===== config.mk =====
export PLATFORM = sky130hd
export DESIGN_NAME = fdf_cell
export DESIGN_NICKNAME = d
export VERILOG_FILES = /design/src/fdf_pkg.sv /design/src/fdf_cell.sv
export SDC_FILE = /design/constraint.sdc
export NUM_CORES = 1
export LEC_CHECK = 0
export ABC_AREA = 0
export BUFFER_PORTS_ARGS = -buffer_cell sky130_fd_sc_hd__buf_2
export CAP_MARGIN = 20
export CORE_MARGIN = 1
export CORE_UTILIZATION = 56
export DETAILED_ROUTE_END_ITERATION = 8
export GPL_ROUTABILITY_DRIVEN = 1
export PLACE_DENSITY_LB_ADDON = 0.25
export SYNTH_ARGS = -nofsm -noshare
export SYNTH_HDL_FRONTEND = slang
export SYNTH_SLANG_ARGS = --single-unit

===== constraint.sdc =====
create_clock -name clk_i -period 14.26 [get_ports clk_i]
set_clock_uncertainty 0.2 [all_clocks]
set_input_delay 1.426 -clock clk_i [delete_from_list [all_inputs] [get_ports clk_i]]
set_output_delay 1.426 -clock clk_i [all_outputs]
set_load 0.01 [all_outputs]

===== src/fdf_pkg.sv =====
// Shared types and constants for the direct-form FIR/IIR filter.
// No dependencies; every other file imports this package.
package fdf_pkg;

  localparam int CoefW         = 18;  // coefficients are Q2.15
  localparam int CoefFrac      = 15;
  localparam int TapIdxW       = 7;
  localparam int TapIdxRange   = 1 << TapIdxW;
  localparam int CmdW          = 2;
  localparam int CfgIdxW       = 2;
  localparam int CfgDataW      = 8;
  localparam int TapsResetVal  = 16;

  typedef enum logic [CmdW-1:0] {
    CmdSample  = 2'd0,
    CmdLoadFwd = 2'd1,
    CmdLoadFb  = 2'd2,
    CmdClear   = 2'd3
  } cmd_e;

  typedef enum logic [CfgIdxW-1:0] {
    RegTapsInUse = 2'd0,
    RegIirMode   = 2'd1
  } cfg_reg_e;

  typedef enum logic {
    StIdle,
    StRun
  } state_e;

  // Control broadcast from the sequencer to every cell of the chain
  typedef struct packed {
    logic               shift;
    logic               clear;
    logic               ld_fwd;
    logic               ld_fb;
    logic               y_load;
    logic               iir;
    logic [TapIdxW-1:0] tap_index;
  } cell_ctrl_t;

endpackage


===== src/fdf_cell.sv =====
// One tap of the filter chain: input/output history, both coefficients,
// registered tap term and the partial sum passed to the next cell. Uses fdf_pkg.
module fdf_cell import fdf_pkg::*; #(
  parameter int SampleW = 18,
  parameter int ValW    = 18,
  parameter int AccW    = 45,
  parameter int CntW    = 8,
  parameter int CellIdx = 0
) (
  input  logic                      clk_i,
  input  logic                      rst_ni,
  input  cell_ctrl_t                ctrl_i,
  input  logic [ValW-1:0]           value_i,
  input  logic [CntW-1:0]           n_i,
  input  logic signed [SampleW-1:0] x_prev_i,
  input  logic signed [SampleW-1:0] y_prev_i,
  input  logic signed [AccW-1:0]    sum_i,
  output logic signed [SampleW-1:0] x_o,
  output logic signed [SampleW-1:0] y_o,
  output logic signed [AccW-1:0]    sum_o
);

  localparam int ProdW = SampleW + CoefW;
  localparam int TermW = ProdW + 1;

  logic signed [SampleW-1:0] x_q, x_d, y_q, y_d;
  logic signed [CoefW-1:0]   b_q, b_d, a_q, a_d;
  logic signed [TermW-1:0]   term_q, term_d;
  logic signed [AccW-1:0]    sum_q, sum_d;
  logic signed [ProdW-1:0]   prod_fwd, prod_fb;
  logic signed [TermW-1:0]   fb_sel;
  logic                      active, hit;

  assign active = CntW'(CellIdx) < n_i;
  assign hit    = (CellIdx < TapIdxRange) && (ctrl_i.tap_index == TapIdxW'(CellIdx));

  always_comb begin
    x_d = x_q;
    if (ctrl_i.clear) begin
      x_d = value_i[SampleW-1:0];
    end else if (ctrl_i.shift && active) begin
      x_d = x_prev_i;
    end

    y_d = y_q;
    if (ctrl_i.clear) begin
      y_d = value_i[SampleW-1:0];
    end else if (CellIdx == 0) begin
      // tap 0 takes the fresh output when the result is produced
      if (ctrl_i.y_load) begin
        y_d = y_prev_i;
      end
    end else if (ctrl_i.shift && ctrl_i.iir && active) begin
      y_d = y_prev_i;
    end

    b_d = b_q;
    if (ctrl_i.ld_fwd && hit) begin
      b_d = value_i[CoefW-1:0];
    end
    a_d = a_q;
    if (ctrl_i.ld_fb && hit) begin
      a_d = value_i[CoefW-1:0];
    end
  end

  assign prod_fwd = b_q * x_q;
  assign prod_fb  = a_q * y_q;

  always_comb begin
    fb_sel = '0;
    if (ctrl_i.iir && (CellIdx != 0)) begin
      fb_sel = TermW'(prod_fb);
    end
    term_d = '0;
    if (active) begin
      term_d = TermW'(prod_fwd) - fb_sel;
    end
    sum_d = sum_i + AccW'(term_q);
  end

  always_ff @(posedge clk_i or negedge rst_ni) begin
    if (!rst_ni) begin
      x_q <= '0;
      y_q <= '0;
      b_q <= '0;
      a_q <= '0;
    end else begin
      x_q <= x_d;
      y_q <= y_d;
      b_q <= b_d;
      a_q <= a_d;
    end
  end

  always_ff @(posedge clk_i) begin
    term_q <= term_d;
    sum_q  <= sum_d;
  end

  assign x_o   = x_q;
  assign y_o   = y_q;
  assign sum_o = sum_q;

endmodule


==> results.txt <==
Starting Density -> 57.20%
Vias in the first global route -> 14536
Leak -> 0.01050 µW
Layout fillers -> 2752
Vias per cell -> 5.413
Critical-path maximum fanout -> 20
Slowest cell on the critical path -> fa_1
Most numerous cell in the Yosys netlist -> inv_1
Register area share after synthesis -> 15.93%
Post-Route WL -> 45320 µm
Max IR drop VDD -> 0.0001195 V
Layout Cells excl Fill -> 2610
Pin count of the biggest net entering global routing -> 56
Hold-fix buffers, CTS -> 0
Area share of the leading cell type in the synthesized netlist -> 35.41%
Die width -> 184.5 µm
Vias -> 14128
Max Cap Viol -> 0
# rows -> 66
Synth cell count leaders -> inv_1, fa_1, nand2_1
Area grow syn2layout -> 9.946%
Routed wl met2 -> 22560 µm
Clock sinks -> 135
TritonCTS clock tree -> built
Synth Warn # -> 0
First-pass DRT Iterations -> 6
EDFF count, synth -> 0
Initial antenna violation count -> 0
CP most frequent cell -> fa_1
Slew Viols, Final -> 0
Share of cells above drive strength 1 -> 12.55%
Multi-input logic area -> 13920 µm²
Ports -> 203
Post-synthesis cell count -> 2017
Top sig layer -> met4
Num CTS Buffers -> 17
Placed cells -> 2578
# setup viols final -> 0
Main synth FF type -> dfxtp_1
Tot GR Track Use -> 27.93%
Remaining DRCs -> 0
Antenna diodes -> 0
Power Density -> 168.0 nW/µm²
Resized Gates After CTS -> 0
Flip-flop and latch area -> 2973 µm²
Worst EP arrival -> 7.43 ns
Met1 wire length -> 18730 µm
Avg Cell Area, Syn -> 9.250 µm²
Clock-pin slew on the worst setup and hold paths -> 0.06 ns
Final Critical Period -> 7.250 ns
Final setup margin -> 7.010 ns
Setup TNS -> 0 ns
Core area -> 32620 µm²
Slowest stage delay, CP -> 0.90 ns
Antenna-violating nets left -> 0
Die extent in y -> 184.5 µm
Synth cell types -> 64
Pre-CTS WS -> 7.053 ns
Crit path max-delay family -> adder cells
Met3 wire len -> 3108 µm
Worst rel slew slack -> 35.15%
HP Class -> reg2reg
Clock buffer depth -> 2
RSZ-0062 raised after global routing -> no
#FFs+latches synth -> 135
Grt ovf -> 0
Critical Path RT -> 14.44 ns
Post-DP HPWL -> 35690 µm
Ys async rst share -> 40.00%
Post-CTS Setup Bufs -> 0
Fin crit share -> 50.84%
Final #Nets -> 2744
Clock root cell -> clkbuf_16
First-pass GRT wire length -> 73500 µm
Die Footprint -> 34050 µm²
Critical path buffers and inverters -> 3
F_max -> 137.9 MHz
Final hold violations -> 0
CP Class -> reg2reg
Synth area leaders -> fa_1, ha_1, dfxtp_1
Cell type with the largest total area after synthesis -> fa_1
Synthesized cell area -> 18660 µm²
Port bufs -> 200
CP startpoint kind -> flip-flop
Wire per inst -> 17.36 µm
Worst Max-Slew Pin Slew -> 0.9728 ns
Latest clock arrival within the worst-skew pair -> 0.44 ns
Crit-path cells -> nand2_1, fa_1, inv_1, fa_1, fa_1, fa_1, fa_1, inv_1, fa_1, inv_1, ha_1, a21o_1, a21o_1, nor2_1, o211a_1, o41a_1, o31ai_4, a21oi_2, or4_1, nand3_1
Status -> completed
Crit end category -> flip-flop
Iteration-0 DRC Markers -> 883
Post-synthesis net count -> 2606
Placer Congestion -> 0.9268
H-Tree Depth -> 4
[sequential cells by signal (all words and copies together) (netlist names)]
name and count:
b_q 18, y_o 18, x_o 18, sum_o 45, term_q 36
[logic make-up after synthesis]
group                    synth area share, %
multiplexers                           3.018
flip-flops                             15.93
AO/OA/AOI/OAI                          8.604
XOR/XNOR                               3.709
buffers and inverters                  9.496
adder cells (fa/ha/maj)                44.60
AND/OR/NAND/NOR                        14.64
[cell usage in the layout, fill, tap and decap left out, types with 4 or more instances in the layout]
| cell type | count |
|---|---|
| a211oi_1 | 6 |
| a21o_1 | 31 |
| a21oi_1 | 76 |
| a21oi_2 | 4 |
| a31oi_1 | 7 |
| and2_1 | 169 |
| and3_1 | 7 |
| buf_2 | 200 |
| clkbuf_16 | 17 |
| dfrtp_1 | 54 |
| dfxtp_1 | 81 |
| fa_1 | 330 |
| ha_1 | 137 |
| inv_1 | 387 |
| inv_6 | 4 |
| inv_8 | 6 |
| mux2_2 | 18 |
| mux2i_1 | 36 |
| nand2_1 | 219 |
| nand2b_1 | 18 |
| nand3_1 | 16 |
| nand4_1 | 13 |
| nor2_1 | 68 |
| nor2b_1 | 10 |
| nor3_1 | 11 |
| o211ai_1 | 5 |
| o21a_1 | 9 |
| o21ai_0 | 76 |
| o21bai_1 | 7 |
| o31ai_1 | 6 |
| or2_2 | 4 |
| or3_1 | 4 |
| xnor2_1 | 50 |
| xor2_1 | 29 |
[layout make-up]
class | count | share of cell area, %
Clock buffer | 17 | 2.074
Clock inverter | 15 | 0.7381
Inverter | 387 | 7.082
Multi-Input combinational cell | 1410 | 67.85
Sequential cell | 135 | 14.49
Tap cell | 442 | 2.696
Timing Repair Buffer | 204 | 5.063
[layer usage]
metal	up-vias	global-route usage (%)
met5	-	0
met3	63	4.762
met1	6991	36.08
met4	0	8.100
li1	6509	-
met2	565	48.05
[through the flow]
stage / power, µW / util (%) / instance area [µm²] / hold slack (ns)
6_report: 3445 / 62.88 / 20510 / 0.2515
3_3_place_gp: 2927 / 61.07 / 19920 / 0.2433
3_5_place_dp: 3004 / 61.12 / 19940 / 0.2494
2_1_floorplan: 2347 / - / 18660 / 0.2200
5_1_grt: 3783 / 62.88 / 20510 / 0.2669
4_1_cts: 3448 / 62.88 / 20510 / 0.2640
[power breakdown]
group / internal [µW] / switching [µW] / total [µW]
clock network: 233 / 194 / 427
logic: 977 / 1400 / 2380
registers: 527 / 113 / 640
[worst paths after layout]
| check | startpoint | to | slack, ns | cells past startpoint |
|---|---|---|---|---|
| min reg2reg | term_q[0] | sum_o[0] | 0.25 | 1 |
| min | term_q[0] | sum_o[0] | 0.25 | 1 |
| min in group asynchronous | rst_ni | y_o[1] | 0.91 | 2 |
| max in group asynchronous | rst_ni | x_o[14] | 12.50 | 2 |
| max | x_o[3] | term_q[34] | 7.01 | 20 |
| max reg2reg | x_o[3] | term_q[34] | 7.01 | 20 |
[worst register-to-register path: stages, from the launching register on]
cell and delay, ns:
dfrtp_1 0.86, nand2_1 0.29, fa_1 0.62, inv_1 0.15, fa_1 0.90, fa_1 0.53
fa_1 0.52, fa_1 0.49, inv_1 0.05, fa_1 0.48, inv_1 0.06, ha_1 0.43
a21o_1 0.17, a21o_1 0.14, nor2_1 0.05, o211a_1 0.13, o41a_1 0.14, o31ai_4 0.32
a21oi_2 0.11, or4_1 0.48, nand3_1 0.09
(Power assumes the default switching activity.)
