File: config.mk
export PLATFORM = sky130hd
export DESIGN_NAME = fdf_round
export DESIGN_NICKNAME = d
export VERILOG_FILES = /design/src/fdf_pkg.sv /design/src/fdf_round.sv
export SDC_FILE = /design/constraint.sdc
export NUM_CORES = 1
export LEC_CHECK = 0
export BUFFER_PORTS_ARGS = -buffer_cell sky130_fd_sc_hd__buf_2
export CORE_UTILIZATION = 45
export DETAILED_ROUTE_END_ITERATION = 6
export GPL_TIMING_DRIVEN = 0
export MAX_ROUTING_LAYER = met4
export PLACE_DENSITY = 0.85
export SETUP_SLACK_MARGIN = 0.15
export SYNTH_ARGS = -nofsm -noshare
export SYNTH_HDL_FRONTEND = slang
export SYNTH_SLANG_ARGS = --single-unit
File: constraint.sdc
create_clock -name vclk -period 3.15
set_input_delay 0.4725 -clock vclk [all_inputs]
set_output_delay 0.4725 -clock vclk [all_outputs]
set_load 0.05 [all_outputs]
File: src/fdf_pkg.sv
// Shared types and constants for the direct-form FIR/IIR filter.
// No dependencies; every other file imports this package.
package fdf_pkg;

  localparam int CoefW         = 18;  // coefficients are Q2.15
  localparam int CoefFrac      = 15;
  localparam int TapIdxW       = 7;
  localparam int TapIdxRange   = 1 << TapIdxW;
  localparam int CmdW          = 2;
  localparam int CfgIdxW       = 2;
  localparam int CfgDataW      = 8;
  localparam int TapsResetVal  = 16;

  typedef enum logic [CmdW-1:0] {
    CmdSample  = 2'd0,
    CmdLoadFwd = 2'd1,
    CmdLoadFb  = 2'd2,
    CmdClear   = 2'd3
  } cmd_e;

  typedef enum logic [CfgIdxW-1:0] {
    RegTapsInUse = 2'd0,
    RegIirMode   = 2'd1
  } cfg_reg_e;

  typedef enum logic {
    StIdle,
    StRun
  } state_e;

  // Control broadcast from the sequencer to every cell of the chain
  typedef struct packed {
    logic               shift;
    logic               clear;
    logic               ld_fwd;
    logic               ld_fb;
    logic               y_load;
    logic               iir;
    logic [TapIdxW-1:0] tap_index;
  } cell_ctrl_t;

endpackage

File: src/fdf_round.sv
// Round-half-up and saturation of the accumulated sum to the sample format.
// Uses fdf_pkg for the coefficient fraction width.
module fdf_round import fdf_pkg::*; #(
  parameter int AccW    = 45,
  parameter int SampleW = 18
) (
  input  logic signed [AccW-1:0]    acc_i,
  output logic signed [SampleW-1:0] q_o,
  output logic                      sat_o
);

  localparam int RndW = AccW + 1;
  localparam int ShW  = RndW - CoefFrac;
  localparam logic signed [RndW-1:0] Half = RndW'(1 << (CoefFrac - 1));
  localparam logic signed [ShW-1:0]  Hi   = ShW'((longint'(1) << (SampleW - 1)) - 1);
  localparam logic signed [ShW-1:0]  Lo   = ShW'(-(longint'(1) << (SampleW - 1)));

  logic signed [RndW-1:0] rnd;
  logic signed [ShW-1:0]  shifted;

  always_comb begin
    rnd     = RndW'(acc_i) + Half;
    shifted = rnd[RndW-1:CoefFrac];  // floor of the arithmetic shift
    sat_o   = 1'b0;
    q_o     = shifted[SampleW-1:0];
    if (shifted > Hi) begin
      q_o   = Hi[SampleW-1:0];
      sat_o = 1'b1;
    end else if (shifted < Lo) begin
      q_o   = Lo[SampleW-1:0];
      sat_o = 1'b1;
    end
  end

endmodule

==> results of run 1 <==
-- cells in the mapped netlist (2+ instances only) --
master and n:
nor2_1 11, nand2_1 13, nor4_2 2, o31a_1 2, a21oi_1 6, inv_1 3
o21ai_0 2, xor2_1 10, xnor2_1 12, a311o_1 2, o21a_1 2, a31o_2 4
nor3_1 4, a21oi_2 11, nand4_1 12, nor4_1 2, buf_6 2, and3_1 5
nand3_1 9
-- cells by family after synthesis --
family / share of synthesized area [%]
AOI/OAI and AO/OA: 30.0
and+or+nand+nor: 42.7
buffers and inverters: 6.38
xor gates and xnor gates: 19.6
adders and majority gates: 1.28
-- through the flow --
step           hold WS [ns]  std cells  TNS (ns)
3_3_place_gp           1.40        214     -1.03
2_1_floorplan          1.22        138   -0.0805
3_5_place_dp           1.41        214     -1.38
4_1_cts                1.38        243         0
-- timing repair --
item / CTS
gates resized for setup: 61
setup buffers: 26
setup endpoints to repair: 17
cloned: 3
pin swaps: 10
==> results.md, run 1 <==
* Outcome: did not finish
* Halt Stage: 5_1_grt
* Err: [ERROR DPL-0038] Utilization greater than 100%, impossible to legalize
* Die H at ~49 um
* Pre-CTS WS at -0.141 ns
* Library cells used by synthesis at 43
* PortBufs at 49
* Post-Syn Area per Cell at 7.11 um2
* Worst EP Category: primary output
* Share of the synthesized area in the top cell type at ~11%
* Largest cells by area after synthesis: xnor2_1 (11%), a21oi_2 (9.8%), xor2_1 (8.9%)
* Dpl hpwl at 2400 um
* Row Count at 16
* Starting Density at approximately half
* Gpl congestion at 0.901
* Yosys Warn Count at 0
* Worst setup endpoint GRT: q_o[9]
* Post-Syn Instances at between 100 and 150
* Seq/Total Area, Yosys at 0%
* Largest net degree at the start of global routing at 11
* Cell area after synthesis at 981 um2
* Post-DP Area at between 0.001 and 0.0015 mm2
* Hold_buf cts at 0
* DIE WIDTH at a little under 50 um
* Syn_nets at 184
* Cell taking the most area after synthesis: xnor2_1
* I/O pin total at 64
==> inputs of run 2 (changes only) <==
- CORE_AREA: not set -> 2 2 63 65
- CORE_UTILIZATION: 45 -> not set
- DIE_AREA: not set -> 0 0 65 67
- MAX_ROUTING_LAYER: met4 -> not set
- PLACE_DENSITY: 0.85 -> not set
- PLACE_DENSITY_LB_ADDON: not set -> 0.15
- SETUP_SLACK_MARGIN: 0.15 -> not set
==> results.md, run 2 <==
* Outcome: completed
* Vias post-DR at 1318
* Initial antenna violation count at 0
* Crit path max fanout at 6
* Clock buffer count at 0
* Total GRT Usage at ~17%
* Largest net degree at the start of global routing at 11
* Share of layout cells above drive strength 1 at between 50% and 60%
* Max cap viols at 0
* Die H at 67 um (+38%)
* Worst vdd ir at between 0.00009 and 0.0001 V
* Most common cell in the netlist: nand2_1
* Power Density at 137 mW/mm2
* Cell taking the most area after synthesis: xnor2_1
* Gpl congestion at 0.906 (+0.53%)
* Final nets at 256
* Fin. max-slew vios at 0
* N_diodes at 0
* Fin. Hold Viols at 0
* Final setup vio count at 0
* Initial drt markers at 33
* Dpl hpwl at 2630 um (+9.5%)
* Syn_nets at 184 (unchanged)
* Worst slew margin at ~79%
* Fin crit share at 98.6%
* Remaining global-route overflow at 0
* Largest cells by area after synthesis: xnor2_1 (11%), a21oi_2 (9.8%), xor2_1 (8.9%)
* First-pass DRT Iterations at 4
* Met2 WL at slightly below 2000 um
* Min-Delay Path Class: input pin to output port
* Required time of the critical path at 2.68 ns
* FF/Latch Area at 0 um2
* Setup ws final at about 0.045 ns
* Seq/Total Area, Yosys at 0% (unchanged)
* Internal power at roughly 0.00010 W
* Drt via density at just over 5
* Worst Setup Start Kind: input pin
* Flop pwr share at 0%
* Vias in the first global route at approximately 1300
* RSZ-0062 raised after global routing: true
* Sequential cell count at 0
* Area grow syn2layout at 85.7%
* WL final at about 3800 um
* Commonest non-fill, non-tap cells in the layout: buf_2 (25), buf_4 (23), buf_6 (17)
* Clock share of power at 0%
* Cell Count, Final, Fillers Out at about 260
* Buf+Inv Stages, Crit Path at 7
* Drt drc at 0
* Share of the synthesized area in the top cell type at 10.7% (unchanged)
* Die area at 0.00436 mm2
* Leakage at ~0.70 nW
* Critical-path cell list: buf_8 > ha_4 > nand4_1 > nor4_2 > buf_4 > buf_12 > buf_6 > a211o_1 > a22oi_2 > nand4_2 > o21bai_4 > buf_12 > buf_16 > a21oi_4 > buf_6
* Core area at about 0.0036 mm2
* Yosys Warn Count at 0 (unchanged)
* Starting Density at 27.2% (-22 points)
* CP Class: input pin to output port
* CP arrival at 2.63 ns
* Sw power at about 0.00015 W
* Design area at about 0.0018 mm2
* WL met3 at roughly 63 um
* Fmax at ~0.32 GHz
* CP max stage delay at 0.26 ns
* PortBufs at 49 (unchanged)
* Post-DP Area at 0.00129 mm2 (+2.1%)
* Row Count at 22 (+6)
* Wire per inst at 14.7 um
* Cell area after synthesis at 981 um2 (unchanged)
* Library cells used by synthesis at 43 (unchanged)
* Pre-CTS WS at -0.216 ns (-0.0753 ns)
* I/O pin total at 64 (unchanged)
* Hold_buf cts at 0 (unchanged)
* Final Critical Period at ~3.1 ns
* # fillers at 359
* Global-route wire length before repair at 6050 um
* Multi-input combinational cell area at approximately 0.0011 mm2
* DRT antenna net count at 0
* Synth cell count leaders: nand2_1 (13), nand4_1 (12), xnor2_1 (12), a21oi_2 (11), nor2_1 (11)
* Combinational power share at 100.0%
* Post-Syn Instances at 138 (unchanged)
* DRT met1 WL at approximately 1700 um
* Family with the most delay on the worst path: buffers and inverters
* Dpl cells at 235 (+9.8%)
* DIE WIDTH at 65 um (+33%)
* Switching part of the total at between 50% and 60%
* Highest Signal Layer: met3
* Worst-margin pin slew at between 0.3 and 0.4 ns
* Slowest CP cell: a211o_1
* Commonest non-fill, non-tap cell in the layout: buf_2
* Crit path capture type: output port
* Post-Syn Area per Cell at 7.11 um2 (unchanged)
run 2: per-stage QoR:
stage	hold WS [ns]	utilization, %	power [W]	setup TNS, ns
4_1_cts	1.41	46.2	0.000235	-0.0142
3_3_place_gp	1.42	35.7	0.000182	-2.38
3_5_place_dp	1.43	35.7	0.000184	-2.56
2_1_floorplan	1.22	-	0.000123	-0.0805
5_1_grt	1.39	50.5	0.000265	-0.855
6_report	1.37	50.5	0.000250	0
run 2: what timing repair did:
action,4_1_cts,5_1_grt
gates resized for setup,55,27
gates cloned,2,0
setup endpoints to repair,17,17
pin swaps,12,14
buffers inserted,12,7
run 2: cell families (layout without fill, tap and decap cells):
logic type                 count (synthesis)  in the layout  synth area share, %
and+or+nand+nor                           70             70                 42.7
buffers and inverters                      9             79                 6.38
xor gates and xnor gates                  22             22                 19.6
adders and majority gates                  1              1                 1.28
AOI/OAI and AO/OA                         36             36                 30.0
run 2: cell type report:
type	count	share of cell area, %
multi-input combinational	129	58.7
timing repair buffer	70	33.5
buffer	6	3.91
tap	48	3.30
inverter	3	0.618
run 2: worst paths after layout:
check,endpoint,depth (start not counted),from,slack [ns]
worst max-delay path,q_o[7],15,acc_i[15],0.04
worst min-delay path,q_o[6],4,acc_i[21],1.37
run 2: power groups by stage:
stage,Combinational [W],Clock [W],Sequential [W]
2_1_floorplan,0.000123,0,0
3_3_place_gp,0.000182,0,0
3_5_place_dp,0.000184,0,0
4_1_cts,0.000235,0,0
5_1_grt,0.000265,0,0
6_report,0.000250,0,0
run 2: worst min-delay path: cells and delay by family:
kind	cells	cell delay [ns]
xor+xnor	1	0.13
compound gates	1	0.06
buf+inv	2	0.23
run 2: metal layers:
| metal | global-route usage (%) | up-vias |
|---|---|---|
| li1 | - | 671 |
| met1 | 23.7 | 621 |
| met2 | 32.5 | 26 |
| met3 | 0 | 0 |
| met4 | 0 | 0 |
| met5 | 0 | - |
(Power assumes the default switching activity.)
==> inputs of run 3 (changes only) <==
- CELL_PAD_IN_SITES_DETAIL_PLACEMENT: not set -> 2
- CELL_PAD_IN_SITES_GLOBAL_PLACEMENT: not set -> 2
- CORE_AREA: 2 2 63 65 -> not set
- CORE_UTILIZATION: not set -> 22
- DIE_AREA: 0 0 65 67 -> not set
==> results.md, run 3 (synthesis results as in run 2) <==
* Total GRT Usage at 21.2% (+3.9 points)
* FF/Latch Area at 0 um2 (unchanged)
* PortBufs at 49 (unchanged)
* Final nets at 262 (+2.3%)
* Die H at 68.8 um (+2.6%)
* Most frequent cell on the critical path: buf_6
* Final hold slack at 1.40 ns (+0.0286 ns)
* Final Critical Period at 3.24 ns (+0.132 ns)
* Vias in the first global route at 1549 (+24%)
* Worst Setup Start Kind: input pin
* Fin. Hold Viols at 0 (unchanged)
* CP arrival at 2.76 ns (+0.13 ns)
* CP max stage delay at 0.46 ns (+0.20 ns)
* Power Density at 141 mW/mm2 (+2.6%)
* DIE WIDTH at 68.8 um (+5.8%)
* Post-DP Area at 0.00129 mm2 (+0.20%)
* Commonest non-fill, non-tap cell in the layout: buf_2
* # fillers at 467 (+30%)
* Area grow syn2layout at 89.2%
* I/O pin total at 64 (unchanged)
* Global-route wire length before repair at 7530 um (+24%)
* Final core utilization at 44.8% (-5.7 points)
* Hold_buf cts at 0 (unchanged)
* Core area at 0.00414 mm2 (+15%)
* First-pass DRT Iterations at 4 (unchanged)
* Worst vdd ir at 0.0000642 V (-32%)
* Drt drc at 0 (unchanged)
* WL final at 5320 um (+41%)
* Outcome: finished with violations
* Setup ws final at -0.0875 ns (-0.132 ns)
* Slowest CP cell: nor4_2
* Worst-margin pin slew at 0.500 ns (+0.186 ns)
* Share of layout cells above drive strength 1 at 57.9% (+3.6 points)
* Crit path capture type: output port
* Min-Delay Path Class: input pin to output port
* Fin crit share at 103% (+4.2 points)
* Final setup vio count at 17 (+17)
* Worst slew margin at 66.4% (-12 points)
* Fin. max-slew vios at 0 (unchanged)
* Initial antenna violation count at 0 (unchanged)
* Initial drt markers at 47 (+42%)
* Row Count at 23 (+4.5%)
* Dpl hpwl at 3270 um (+24%)
* Vias post-DR at 1438 (+9.1%)
* Design area at 0.00186 mm2 (+1.9%)
* Largest net degree at the start of global routing at 11 (unchanged)
* CP Class: input pin to output port
* Die area at 0.00473 mm2 (+8.6%)
* Starting Density at 23.7% (-3.5 points)
* Critical-path cell list: buf_2 > nand3_4 > or3_4 > nor4_2 > o2111ai_2 > o31a_1 > buf_6 > buf_12 > a21oi_2 > buf_6
* Drt via density at 5.45 (+5.8%)
* Wire per inst at 20.2 um (+37%)
* Crit path max fanout at 6 (unchanged)
* Required time of the critical path at 2.68 ns (about the same)
* N_diodes at 0 (unchanged)
* Setup TNS Final at -1.16 ns (-1.16 ns)
* Sequential cell count at 0 (unchanged)
* RSZ-0062 raised after global routing: true
* DRT antenna net count at 0 (unchanged)
* Remaining global-route overflow at 0 (unchanged)
* Commonest non-fill, non-tap cells in the layout: buf_2 (27), buf_4 (25), buf_6 (22)
* Gpl congestion at 0.770 (-15%)
* Leakage at 0.717 nW (+1.9%)
* Failing checks: negative setup slack
* Max cap viols at 0 (unchanged)
* Fmax at 0.309 GHz (-4.1%)
* Clock buffer count at 0 (unchanged)
-- run 3: worst max-delay path: cells and delay by family --
| kind | cells | cell delay [ns] |
|---|---|---|
| AO/OA/AOI/OAI | 3 | 0.64 |
| buffers and inverters | 4 | 0.61 |
| AND/OR/NAND/NOR | 3 | 1.02 |
-- run 3: timing repair --
action	4_1_cts	5_1_grt
pin swaps	13	17
cloned	2	0
resized for setup	73	15
endpoints found under the setup margin	17	17
setup buffers	15	11
-- run 3: final timing paths --
check | start | cells past startpoint | endpoint | slack, ns
setup / recovery | acc_i[16] | 10 | q_o[10] | -0.09
hold / removal | acc_i[21] | 4 | q_o[6] | 1.40
-- run 3: per-layer routing --
layer	vias up	global-route usage, %	share of wire, %
met1	709	25.2	42
met5	-	0	0
li1	683	-	-
met4	0	2.55	1.6
met3	8	0.658	2.6
met2	38	42.6	54
-- run 3: area by class of cell --
| type | instances | area (um2) | area share [%] |
|---|---|---|---|
| buffer | 6 | 75.1 | 4.05 |
| inverter | 3 | 11.3 | 0.607 |
| multi-input combinational | 129 | 1070 | 57.7 |
| tap | 50 | 62.6 | 3.37 |
| timing repair buffer | 76 | 636 | 34.3 |
-- run 3: power breakdown --
part	internal (W)	total, W	switching (W)
clock network	0	0	0
logic	0.000106	0.000261	0.000155
registers	0	0	0
-- run 3: through the flow --
stage          worst slack (ns)  instances  total power, W
4_1_cts                 -0.0180        254        0.000252
3_5_place_dp             -0.365        237        0.000189
5_1_grt                  -0.195        264        0.000276
2_1_floorplan           -0.0134        138        0.000123
6_report                -0.0875        264        0.000261
3_3_place_gp             -0.287        237        0.000184
==> inputs of run 4 (changes only) <==
- PLACE_DENSITY: not set -> 0.82
- PLACE_DENSITY_LB_ADDON: 0.15 -> not set
- SKIP_LAST_GASP: not set -> 1
- SLEW_MARGIN: not set -> 20
==> results.md, run 4 (synthesis results as in run 2) <==
* Final Critical Period at 3.24 ns (+0.00408 ns)
* Global-route wire length before repair at 7910 um (+5.0%)
* Commonest non-fill, non-tap cell in the layout: buf_4
* Fin crit share at 103% (+0.13 points)
* Vias post-DR at 1484 (+3.2%)
* # fillers at 468 (+0.21%)
* Clock buffer count at 0 (unchanged)
* Wire per inst at 21.6 um (+6.9%)
* I/O pin total at 64 (unchanged)
* Worst slew margin at 72.9% (+6.5 points)
* Final nets at 265 (+1.1%)
* N_diodes at 0 (unchanged)
* Gpl congestion at 0.740 (-3.8%)
* Min-Delay Path Class: input pin to output port
* Remaining global-route overflow at 0 (unchanged)
* Failing checks: negative setup slack
* Setup ws final at -0.0915 ns (-0.00408 ns)
* Dpl cells at 237 (unchanged)
* Drt drc at 0 (unchanged)
* Die area at 0.00473 mm2 (unchanged)
* Cell Count, Final, Fillers Out at 267 (+1.1%)
* Commonest non-fill, non-tap cells in the layout: buf_4 (37), buf_2 (28), buf_6 (15)
* Final core utilization at 44.0% (-0.79 points)
* Required time of the critical path at 2.68 ns (about the same)
* Power Density at 138 mW/mm2 (-1.7%)
* Worst-margin pin slew at 0.403 ns (-0.0970 ns)
* Share of layout cells above drive strength 1 at 60.8% (+2.9 points)
* Worst Setup Start Kind: input pin
* Largest net degree at the start of global routing at 11 (unchanged)
* Final setup vio count at 17 (unchanged)
* RSZ-0062 raised after global routing: true
* CP arrival at 2.77 ns (about the same)
* DRT antenna net count at 0 (unchanged)
* Initial antenna violation count at 0 (unchanged)
* CP Class: input pin to output port
* Crit path max fanout at 10 (+4)
* Die H at 68.8 um (unchanged)
* Post-DP Area at 0.00129 mm2 (unchanged)
* Row Count at 23 (unchanged)
* Vias in the first global route at 1545 (-0.26%)
* PortBufs at 49 (unchanged)
* Initial drt markers at 38 (-19%)
* Leakage at 0.728 nW (+1.6%)
* First-pass DRT Iterations at 4 (unchanged)
* Fmax at 0.308 GHz (-0.13%)
* Dpl hpwl at 3110 um (-5.0%)
* FF/Latch Area at 0 um2 (unchanged)
* Design area at 0.00182 mm2 (-1.8%)
* Starting Density at 23.7% (unchanged)
* WL final at 5760 um (+8.2%)
* Fin. max-slew vios at 0 (unchanged)
* Outcome: finished with violations
* Drt via density at 5.56 (+2.0%)
* Total GRT Usage at 22.7% (+1.4 points)
* Max cap viols at 0 (unchanged)
* Worst vdd ir at 0.0000529 V (-18%)
* Final hold slack at 1.42 ns (+0.0239 ns)
* Crit path capture type: output port
* DIE WIDTH at 68.8 um (unchanged)
* Area grow syn2layout at 85.8%
* Fin. Hold Viols at 0 (unchanged)
* Core area at 0.00414 mm2 (unchanged)
* Sequential cell count at 0 (unchanged)
-- run 4: final timing paths --
path	start	slack, ns	depth (start not counted)	end
hold / removal	acc_i[20]	1.42	4	q_o[5]
setup / recovery	acc_i[37]	-0.09	11	q_o[6]
-- run 4: routing by layer --
metal	global-route usage [%]	vias up	wire length (um)
met5	0	-	0
met4	2.30	0	112
met3	1.32	13	258
met1	28.5	732	2420
met2	43.3	51	2970
li1	-	688	-
-- run 4: what timing repair did --
item                       4_1_cts  5_1_grt
gates cloned                     1        0
resized for setup               63       13
hold buffers                     0        0
setup buffers                   20        9
setup endpoints to repair       17       17
pin swaps                       12       12
-- run 4: metrics by stage --
step | worst slack (ns) | setup TNS, ns | total power, W
2_1_floorplan | -0.0134 | -0.0805 | 0.000123
3_3_place_gp | -0.195 | -2.33 | 0.000184
3_5_place_dp | -0.260 | -3.44 | 0.000188
4_1_cts | -0.00747 | -0.0136 | 0.000235
5_1_grt | -0.174 | -2.44 | 0.000266
6_report | -0.0915 | -1.06 | 0.000252
-- run 4: final cells by class --
type	count	area, um2	area share, %
inverter	3	11.3	0.618
multi-input combinational	129	1080	59.5
buffer	6	68.8	3.77
timing repair buffer	79	596	32.7
tap	50	62.6	3.43
-- run 4: report_power, final --
| group | internal, W | total, W | switching, W |
|---|---|---|---|
| registers | 0 | 0 | 0 |
| logic | 0.0000975 | 0.000252 | 0.000155 |
| clock network | 0 | 0 | 0 |
-- run 4: critical path: stages --
cell and delay (ns):
buf_2 0.17, nand4_1 0.23, buf_4 0.23, nor4_4 0.35, nand4_1 0.19, a211oi_2 0.29
nand4_2 0.17, o21bai_4 0.23, buf_12 0.18, a21oi_2 0.06, buf_4 0.19
